<file path="config.mk">
export PLATFORM = sky130hd
export DESIGN_NAME = square_tile_rotate_flip
export DESIGN_NICKNAME = d
export VERILOG_FILES = /design/src/rtl/core/strf_pkg.sv /design/src/rtl/core/strf_ctrl.sv /design/src/rtl/core/strf_dp.sv /design/src/rtl/core/square_tile_rotate_flip.sv
export SDC_FILE = /design/constraint.sdc
export NUM_CORES = 2
export LEC_CHECK = 0
export ABC_CLOCK_PERIOD_IN_PS = 7000
export BUFFER_PORTS_ARGS = -buffer_cell sky130_fd_sc_hd__buf_4
export CAP_MARGIN = 25
export CORE_MARGIN = 4
export CORE_UTILIZATION = 34
export CTS_BUF_LIST = sky130_fd_sc_hd__clkbuf_8
export CTS_CLUSTER_SIZE = 40
export DETAILED_ROUTE_END_ITERATION = 7
export GPL_TIMING_DRIVEN = 1
export PLACE_DENSITY = 0.56
export SLEW_MARGIN = 20
export SYNTH_ARGS = -nofsm -noshare
export SYNTH_HDL_FRONTEND = slang
export SYNTH_SLANG_ARGS = --single-unit
</file>
<file path="constraint.sdc">
create_clock -name clk -period 7 [get_ports clk]
set_clock_uncertainty 0.05 [all_clocks]
set_input_delay 0.7 -clock clk [delete_from_list [all_inputs] [get_ports clk]]
set_output_delay 0.7 -clock clk [all_outputs]
set_load 0.005 [all_outputs]
</file>
<file path="src/rtl/core/strf_pkg.sv">
package strf_pkg;

    localparam int CFG_DATA_W = 4;
    localparam int MODE_W     = 2;
    localparam int PIXEL_W    = 32;

    // register indexes on the configuration port
    localparam logic REG_TILE_SIDE      = 1'b0;
    localparam logic REG_TRANSFORM_MODE = 1'b1;

    // transform codes
    localparam logic [MODE_W-1:0] MODE_ROT_CCW    = 2'd0;
    localparam logic [MODE_W-1:0] MODE_ROT_CW     = 2'd1;
    localparam logic [MODE_W-1:0] MODE_MIRROR_ROW = 2'd2;
    localparam logic [MODE_W-1:0] MODE_MIRROR_COL = 2'd3;

    localparam logic [CFG_DATA_W-1:0] TILE_SIDE_RESET = 4'd8;

    typedef struct packed {
        logic load_px;   // write input pixel into the store
        logic rd;        // read store entry for current output position
        logic emit;      // move read data into output register, advance position
    } strf_cmd_t;

    typedef struct packed {
        logic tile_done; // this input pixel completes the tile
        logic last_pos;  // output position is the final one of the tile
        logic out_free;  // output register empty or being drained
    } strf_stat_t;

endpackage

</file>
<file path="src/rtl/core/strf_ctrl.sv">
module strf_ctrl
    import strf_pkg::*;
(
    input  logic       clk,
    input  logic       rst_n,
    input  logic       s_tvalid,
    output logic       s_tready,
    input  strf_stat_t stat,
    output strf_cmd_t  cmd
);

    localparam logic [1:0] ST_LOAD = 2'd0;
    localparam logic [1:0] ST_RD   = 2'd1;
    localparam logic [1:0] ST_WR   = 2'd2;

    logic [1:0] state_reg;
    logic [1:0] state_next;

    assign s_tready    = (state_reg == ST_LOAD);
    assign cmd.load_px = s_tvalid && (state_reg == ST_LOAD);
    assign cmd.rd      = (state_reg == ST_RD);
    assign cmd.emit    = (state_reg == ST_WR) && stat.out_free;

    always_comb
    begin
        state_next = state_reg;
        unique case (state_reg)
            ST_LOAD:
            begin
                if (cmd.load_px && stat.tile_done)
                begin
                    state_next = ST_RD;
                end
            end
            ST_RD:
            begin
                state_next = ST_WR;
            end
            ST_WR:
            begin
                if (stat.out_free)
                begin
                    state_next = stat.last_pos ? ST_LOAD : ST_RD;
                end
            end
            default:
            begin
                state_next = ST_LOAD;
            end
        endcase
    end

    always_ff @(posedge clk or negedge rst_n)
    begin
        if (!rst_n)
        begin
            state_reg <= ST_LOAD;
        end
        else
        begin
            state_reg <= state_next;
        end
    end

endmodule

</file>
<file path="src/rtl/core/strf_dp.sv">
module strf_dp
    import strf_pkg::*;
#(
    parameter int MAX_SIDE = 8
)
(
    input  logic                  clk,
    input  logic                  rst_n,
    input  logic                  cfg_we,
    input  logic                  cfg_addr,
    input  logic [CFG_DATA_W-1:0] cfg_wdata,
    input  logic [PIXEL_W-1:0]    s_tdata,
    output logic                  m_tvalid,
    input  logic                  m_tready,
    output logic [PIXEL_W-1:0]    m_tdata,
    output logic                  m_tlast,
    input  strf_cmd_t             cmd,
    output strf_stat_t            stat
);

    localparam int DEPTH = MAX_SIDE * MAX_SIDE;
    localparam int SW    = $clog2(MAX_SIDE + 1);
    localparam int AW    = (DEPTH > 1) ? $clog2(DEPTH) : 1;
    localparam int CW    = $clog2(DEPTH + 1);
    localparam int RAWW  = (SW > CFG_DATA_W) ? SW : CFG_DATA_W;

    logic [CFG_DATA_W-1:0] side_cfg_reg;
    logic [MODE_W-1:0]     mode_reg;

    logic [CW-1:0]         count_reg;
    logic [CW-1:0]         count_inc;
    logic [SW-1:0]         y_reg;
    logic [SW-1:0]         x_reg;

    logic [PIXEL_W-1:0]    store [DEPTH];
    logic [PIXEL_W-1:0]    rd_data_reg;

    logic                  out_valid_reg;
    logic [PIXEL_W-1:0]    out_data_reg;
    logic                  out_last_reg;

    logic [RAWW-1:0]       side_raw;
    logic [SW-1:0]         side;
    logic [SW-1:0]         side_m1;
    logic [2*SW-1:0]       side_sq;
    logic [CW-1:0]         total;
    logic [SW-1:0]         src_r;
    logic [SW-1:0]         src_c;
    logic [2*SW-1:0]       src_full;
    logic [AW-1:0]         src_addr;

    // zero acts as one, anything above the maximum saturates
    always_comb
    begin
        side_raw = RAWW'(side_cfg_reg);
        if (side_raw == '0)
        begin
            side = SW'(1);
        end
        else if (side_raw > RAWW'(MAX_SIDE))
        begin
            side = SW'(MAX_SIDE);
        end
        else
        begin
            side = SW'(side_raw);
        end
    end

    assign side_m1   = side - SW'(1);
    assign side_sq   = (2*SW)'(side) * (2*SW)'(side);
    assign total     = CW'(side_sq);
    assign count_inc = count_reg + CW'(1);

    always_comb
    begin
        unique case (mode_reg)
            MODE_ROT_CCW:
            begin
                src_r = x_reg;
                src_c = side_m1 - y_reg;
            end
            MODE_ROT_CW:
            begin
                src_r = side_m1 - x_reg;
                src_c = y_reg;
            end
            MODE_MIRROR_ROW:
            begin
                src_r = side_m1 - y_reg;
                src_c = x_reg;
            end
            default:
            begin
                src_r = y_reg;
                src_c = side_m1 - x_reg;
            end
        endcase
    end

    assign src_full = (2*SW)'(src_r) * (2*SW)'(side) + (2*SW)'(src_c);
    assign src_addr = src_full[AW-1:0];

    assign stat.tile_done = (count_inc >= total);
    assign stat.last_pos  = (y_reg == side_m1) && (x_reg == side_m1);
    assign stat.out_free  = !out_valid_reg || m_tready;

    assign m_tvalid = out_valid_reg;
    assign m_tdata  = out_data_reg;
    assign m_tlast  = out_last_reg;

    always_ff @(posedge clk)
    begin
        if (cmd.load_px)
        begin
            store[count_reg[AW-1:0]] <= s_tdata;
        end
        if (cmd.rd)
        begin
            rd_data_reg <= store[src_addr];
        end
    end

    always_ff @(posedge clk)
    begin
        if (cmd.emit)
        begin
            out_data_reg <= rd_data_reg;
            out_last_reg <= stat.last_pos;
        end
    end

    always_ff @(posedge clk or negedge rst_n)
    begin
        if (!rst_n)
        begin
            side_cfg_reg  <= TILE_SIDE_RESET;
            mode_reg      <= MODE_ROT_CCW;
            count_reg     <= '0;
            y_reg         <= '0;
            x_reg         <= '0;
            out_valid_reg <= 1'b0;
        end
        else
        begin
            if (cfg_we)
            begin
                unique case (cfg_addr)
                    REG_TILE_SIDE:      side_cfg_reg <= cfg_wdata;
                    REG_TRANSFORM_MODE: mode_reg     <= cfg_wdata[MODE_W-1:0];
                    default:            ;
                endcase
            end

            if (cmd.load_px)
            begin
                if (stat.tile_done)
                begin
                    count_reg <= '0;
                    y_reg     <= '0;
                    x_reg     <= '0;
                end
                else
                begin
                    count_reg <= count_inc;
                end
            end
            else if (cmd.emit)
            begin
                if (x_reg == side_m1)
                begin
                    x_reg <= '0;
                    y_reg <= y_reg + SW'(1);
                end
                else
                begin
                    x_reg <= x_reg + SW'(1);
                end
            end

            if (cmd.emit)
            begin
                out_valid_reg <= 1'b1;
            end
            else if (m_tready)
            begin
                out_valid_reg <= 1'b0;
            end
        end
    end

endmodule

</file>
<file path="src/rtl/core/square_tile_rotate_flip.sv">
// Channel   Dir  Payload
// s_*       in   tdata[31:0] = pixel_in
// m_*       out  tdata[31:0] = pixel_out, tlast = last_pixel
// cfg_*     in   addr 0 = tile_side[3:0], addr 1 = transform_mode[1:0]
//
// Load: one pixel per cycle into the tile store; s_tready is low while a tile is emitted.
// Emit: each output pixel goes through the store read port, then the output register;
// a tile's emission takes longer if m_tready stalls.
// The last output pixel may wait in the output register while the next tile loads.
// Reset (rst_n, async low): tile_side 8, transform_mode 0, load count 0.
module square_tile_rotate_flip
    import strf_pkg::*;
#(
    parameter int MAX_SIDE = 8
)
(
    input  logic                  clk,
    input  logic                  rst_n,
    input  logic                  cfg_we,
    input  logic                  cfg_addr,
    input  logic [CFG_DATA_W-1:0] cfg_wdata,
    input  logic                  s_tvalid,
    output logic                  s_tready,
    input  logic [PIXEL_W-1:0]    s_tdata,   // [31:0] pixel_in
    output logic                  m_tvalid,
    input  logic                  m_tready,
    output logic [PIXEL_W-1:0]    m_tdata,   // [31:0] pixel_out
    output logic                  m_tlast
);

    strf_cmd_t  cmd;
    strf_stat_t stat;

    strf_ctrl u_ctrl (
        .clk      (clk),
        .rst_n    (rst_n),
        .s_tvalid (s_tvalid),
        .s_tready (s_tready),
        .stat     (stat),
        .cmd      (cmd)
    );

    strf_dp #(
        .MAX_SIDE (MAX_SIDE)
    ) u_dp (
        .clk       (clk),
        .rst_n     (rst_n),
        .cfg_we    (cfg_we),
        .cfg_addr  (cfg_addr),
        .cfg_wdata (cfg_wdata),
        .s_tdata   (s_tdata),
        .m_tvalid  (m_tvalid),
        .m_tready  (m_tready),
        .m_tdata   (m_tdata),
        .m_tlast   (m_tlast),
        .cmd       (cmd),
        .stat      (stat)
    );

    // loading and emitting never overlap
    a_no_overlap: assert property (@(posedge clk) disable iff (!rst_n)
        !(cmd.load_px && (cmd.rd || cmd.emit)))
        else $error("store write during emission");

    // a read is always followed by the output stage, never by loading
    a_rd_then_wr: assert property (@(posedge clk) disable iff (!rst_n)
        cmd.rd |=> !s_tready)
        else $error("input accepted right after store read");

    // after the final pixel of a tile goes out, loading resumes
    a_back_to_load: assert property (@(posedge clk) disable iff (!rst_n)
        cmd.emit && stat.last_pos |=> s_tready && m_tvalid && m_tlast)
        else $error("no return to load after last pixel");

endmodule

</file>
==> summary.md <==
| Metric | Value |
|---|---|
| Routed WL | ~220,000 um |
| FFs w/ async S/R, synth | under 10% |
| Ys flop type | edfxtp_1 |
| Vias per cell | between 5 and 6 |
| Main combinational cell family by area after synthesis | multiplexers |
| Antenna Nets Post-Route | 0 |
| Worst hold path startpoint | s_tdata[14] |
| Pins Over Slew Limit | 0 |
| Initial Util | 34.3% |
| Reg clk slew, reported paths | ~60 ps |
| Clk buf depth | 4 |
| Drt initial violations | 4,010 |
| Root buf cell | clkbuf_8 |
| Top-area cell type share of the netlist area | 76.6% |
| Fmax | ~0.15 GHz |
| Wire per inst | just under 30 um |
| Die width | ~500 um |
| Share of the yosys chip area belonging to registers | between 70 and 80% |
| Overall Global Routing Usage | about 17% |
| Post-synth EDFFs | between 2,000 and 2,500 |
| Nets | between 4,000 and 5,000 |
| GPL Wtd Cong | 0.778 |
| Period utilization | 94.3% |
| Min-Delay Path Depth | 1 |
| Status | finished, final reports clean |
| Placed cells | roughly 7,000 |
| Leading area contributor after synthesis | edfxtp_1 |
| Fillers | 21,400 |
| H-Tree Depth | 5 |
| Site row count | 180 |
| Synth Register Bits | between 2,000 and 2,500 |
| Maxcap violations | 0 |
| Setup Buffers After CTS | 0 |
| # port buffers | between 70 and 80 |
| Post-Syn Area | between 80,000 and 90,000 um^2 |
| Adder-cell share of the synthesized area | less than 1% |
| CTS tree | built |
| Largest cells by area after synthesis | edfxtp_1 77%, mux4_2 16%, mux2i_1 1.6% |
| Cts bufs inserted | ~360 |
| Largest net degree at the start of global routing | just under 80 |
| Fin cells | between 7,000 and 8,000 |
| RSZ-0062 raised after global routing | no |
| Global-route wire length before repair | a little over 300,000 um |
| Initial antenna violation count | 14 |
| Max reg flops | ~2,000 |
| Worst setup EP type | register |
| Area grow syn2layout | 14.8% |
| Mapped Avg Cell Area | 23.2 um^2 |
| Critical path class | register to register |
| CTS sink count | 2,137 |
| GRT overflow | 0 |
| Critical R2R Launch | u_dp.side_cfg_reg[3] |
| HP Class | primary input to register |
| Via count | between 30,000 and 40,000 |
| R2r setup slk | about 400 ps |
| Yosys Warn Count | 0 |
| Pre-antenna DRT Iters | 5 |
| FF-to-FF End | u_dp.rd_data_reg[14] |
| Simple-Gate Fraction of Synth Area | 1.38% |
| Core Area | 241,000 um^2 |
| Worst path arrival time | between 7000 and 8000 ps |
| Relative slew slack | between 20% and 30% |
| Number of global-route vias before repair | between 40,000 and 50,000 |
| Clock Latency Late Sink | 1060 ps |
| Worst-path fanout max | 26 |
| Worst path required time | ~7700 ps |
| CP Launch Type | register |
| I/O pin cnt | 77 |
| DRC violations left | 0 |
| Final setup viols | 0 |
| Full die area | between 200,000 and 300,000 um^2 |
| Synth Area in XOR/XNOR | less than 1% |
| Tightest Pin Transition | 1060 ps |
| Cells after synthesis | 3,572 |
| Min Tclk post-route | between 6000 and 7000 ps |
| Yosys cell types | 52 |
| Reg2reg path depth | 21 |
| Final HPWL DP | 115,000 um |
| Synth Area in Compound Gates | under 10% |
| Worst Hold End | u_dp.store[45][14] |
| Post-synthesis mux area share | between 10% and 20% |
| Die height | approximately 500 um |
| Final hold violations | 0 |
| Setup TNS | 0 ps |
| Layout cells sized above 1 | a little under a third |
through the flow:
| step | hold WS (ps) | setup slack, ps | cell area (um^2) | util (%) |
|---|---|---|---|---|
| 6_report | 159 | 401 | 95000 | 39.4 |
| 2_1_floorplan | 350 | 1190 | 82800 | - |
| 3_3_place_gp | 374 | 399 | 88600 | 36.7 |
| 5_1_grt | 92.7 | 91.8 | 95000 | 39.4 |
| 3_5_place_dp | 368 | 377 | 88600 | 36.7 |
| 4_1_cts | 80.7 | 348 | 95000 | 39.4 |
synth_stat cells, types with 2 or more instances:
cell type and number:
a211oi_1 97, a21o_1 8, a21oi_1 73, a32o_1 2, and2_1 3, and3_1 2
buf_1 12, buf_2 40, buf_4 39, buf_6 5, clkbuf_1 93, dfrtp_1 23
edfxtp_1 2113, fa_1 9, ha_1 32, inv_1 25, mux2_2 10, mux2i_1 133
mux4_2 576, nand2_1 30, nand2b_1 6, nand3_1 11, nand3b_1 3, nand4b_1 2
nor2_1 95, nor2b_1 72, nor3_1 2, o211ai_1 2, o21ai_0 8, o21ai_1 3
o22ai_1 2, o31ai_1 3, xnor2_1 10, xor2_1 10
worst max path at each step:
stage | from | cells after the start | slack (ps) | end
floorplan | u_dp.side_cfg_reg[3] | 22 | 1190 | u_dp.rd_data_reg[11]
global placement | u_dp.side_cfg_reg[3] | 21 | 400 | u_dp.rd_data_reg[14]
detailed placement | u_dp.side_cfg_reg[1] | 21 | 380 | u_dp.rd_data_reg[14]
CTS | u_dp.side_cfg_reg[1] | 21 | 350 | u_dp.rd_data_reg[14]
global route | u_dp.side_cfg_reg[3] | 22 | 90 | u_dp.rd_data_reg[27]
finish | u_dp.side_cfg_reg[3] | 21 | 400 | u_dp.rd_data_reg[14]
kinds of logic after synthesis:
| family | Yosys count |
|---|---|
| flip-flops | 2137 |
| multiplexers | 719 |
| other | 1 |
| adder cells (fa/ha/maj) | 41 |
| AO/OA/AOI/OAI | 206 |
| AND/OR/NAND/NOR | 232 |
| XOR/XNOR | 21 |
| buffers and inverters | 215 |
cell usage in the layout (no fill, tap or decap), types with 6 or more instances in the layout:
| master | count |
|---|---|
| dlygate4sd3_1 | 12 |
| ha_1 | 30 |
| a21oi_1 | 73 |
| nand2b_1 | 6 |
| nand3_1 | 11 |
| clkbuf_8 | 368 |
| fa_1 | 8 |
| dfrtp_1 | 23 |
| xnor2_1 | 9 |
| xor2_1 | 9 |
| edfxtp_1 | 2113 |
| nor2b_1 | 71 |
| clkinv_2 | 19 |
| nor2_1 | 31 |
| mux2_2 | 10 |
| buf_12 | 27 |
| inv_1 | 131 |
| diode_2 | 11 |
| nor2_4 | 64 |
| mux2i_1 | 133 |
| clkinv_1 | 93 |
| bufinv_16 | 10 |
| buf_4 | 226 |
| mux4_2 | 576 |
| o21ai_0 | 8 |
| a211oi_1 | 97 |
| a21o_1 | 8 |
| nand2_1 | 30 |
timing repair:
item	CTS	global route
gates resized for setup	0	1
hold buffers	13	0
setup endpoints to repair	0	7
hold endpoints to repair	32	0
critical path, stage by stage (launching register included):
cell and delay [ps]:
dfstp_2 540, clkinv_1 100, buf_4 180, nand2_1 170, ha_1 310, fa_1 480
o21ai_0 90, mux2i_1 300, nor2_1 80, ha_1 300, ha_1 280, inv_1 50
fa_1 480, inv_1 70, fa_4 1020, buf_4 480, mux4_2 370, nor2b_1 140
a211oi_1 230, a21oi_1 90, a21oi_1 340, mux2i_1 130
metal layers:
metal	up-vias	global-route usage (%)	share of wire [%]
li1	16100	-	-
met1	21600	23.8	42
met2	1429	27.7	49
met3	314	3.56	6.8
met4	2	4.59	2.2
met5	-	0	0.0060
final cells by class:
class,count,area [um^2],area share [%]
diodes,11,27.5,0.0290
clock buffers,368,5060,5.33
clock inverters,233,1180,1.25
inverters,26,97.6,0.103
multi-input cells,1221,18300,19.2
flip-flops and latches,2137,64100,67.4
well taps,3185,3990,4.19
repair buffers,266,2360,2.49
Power is not shown: default switching activity piles up to over one toggle a cycle in this logic, so the estimate is an artifact.
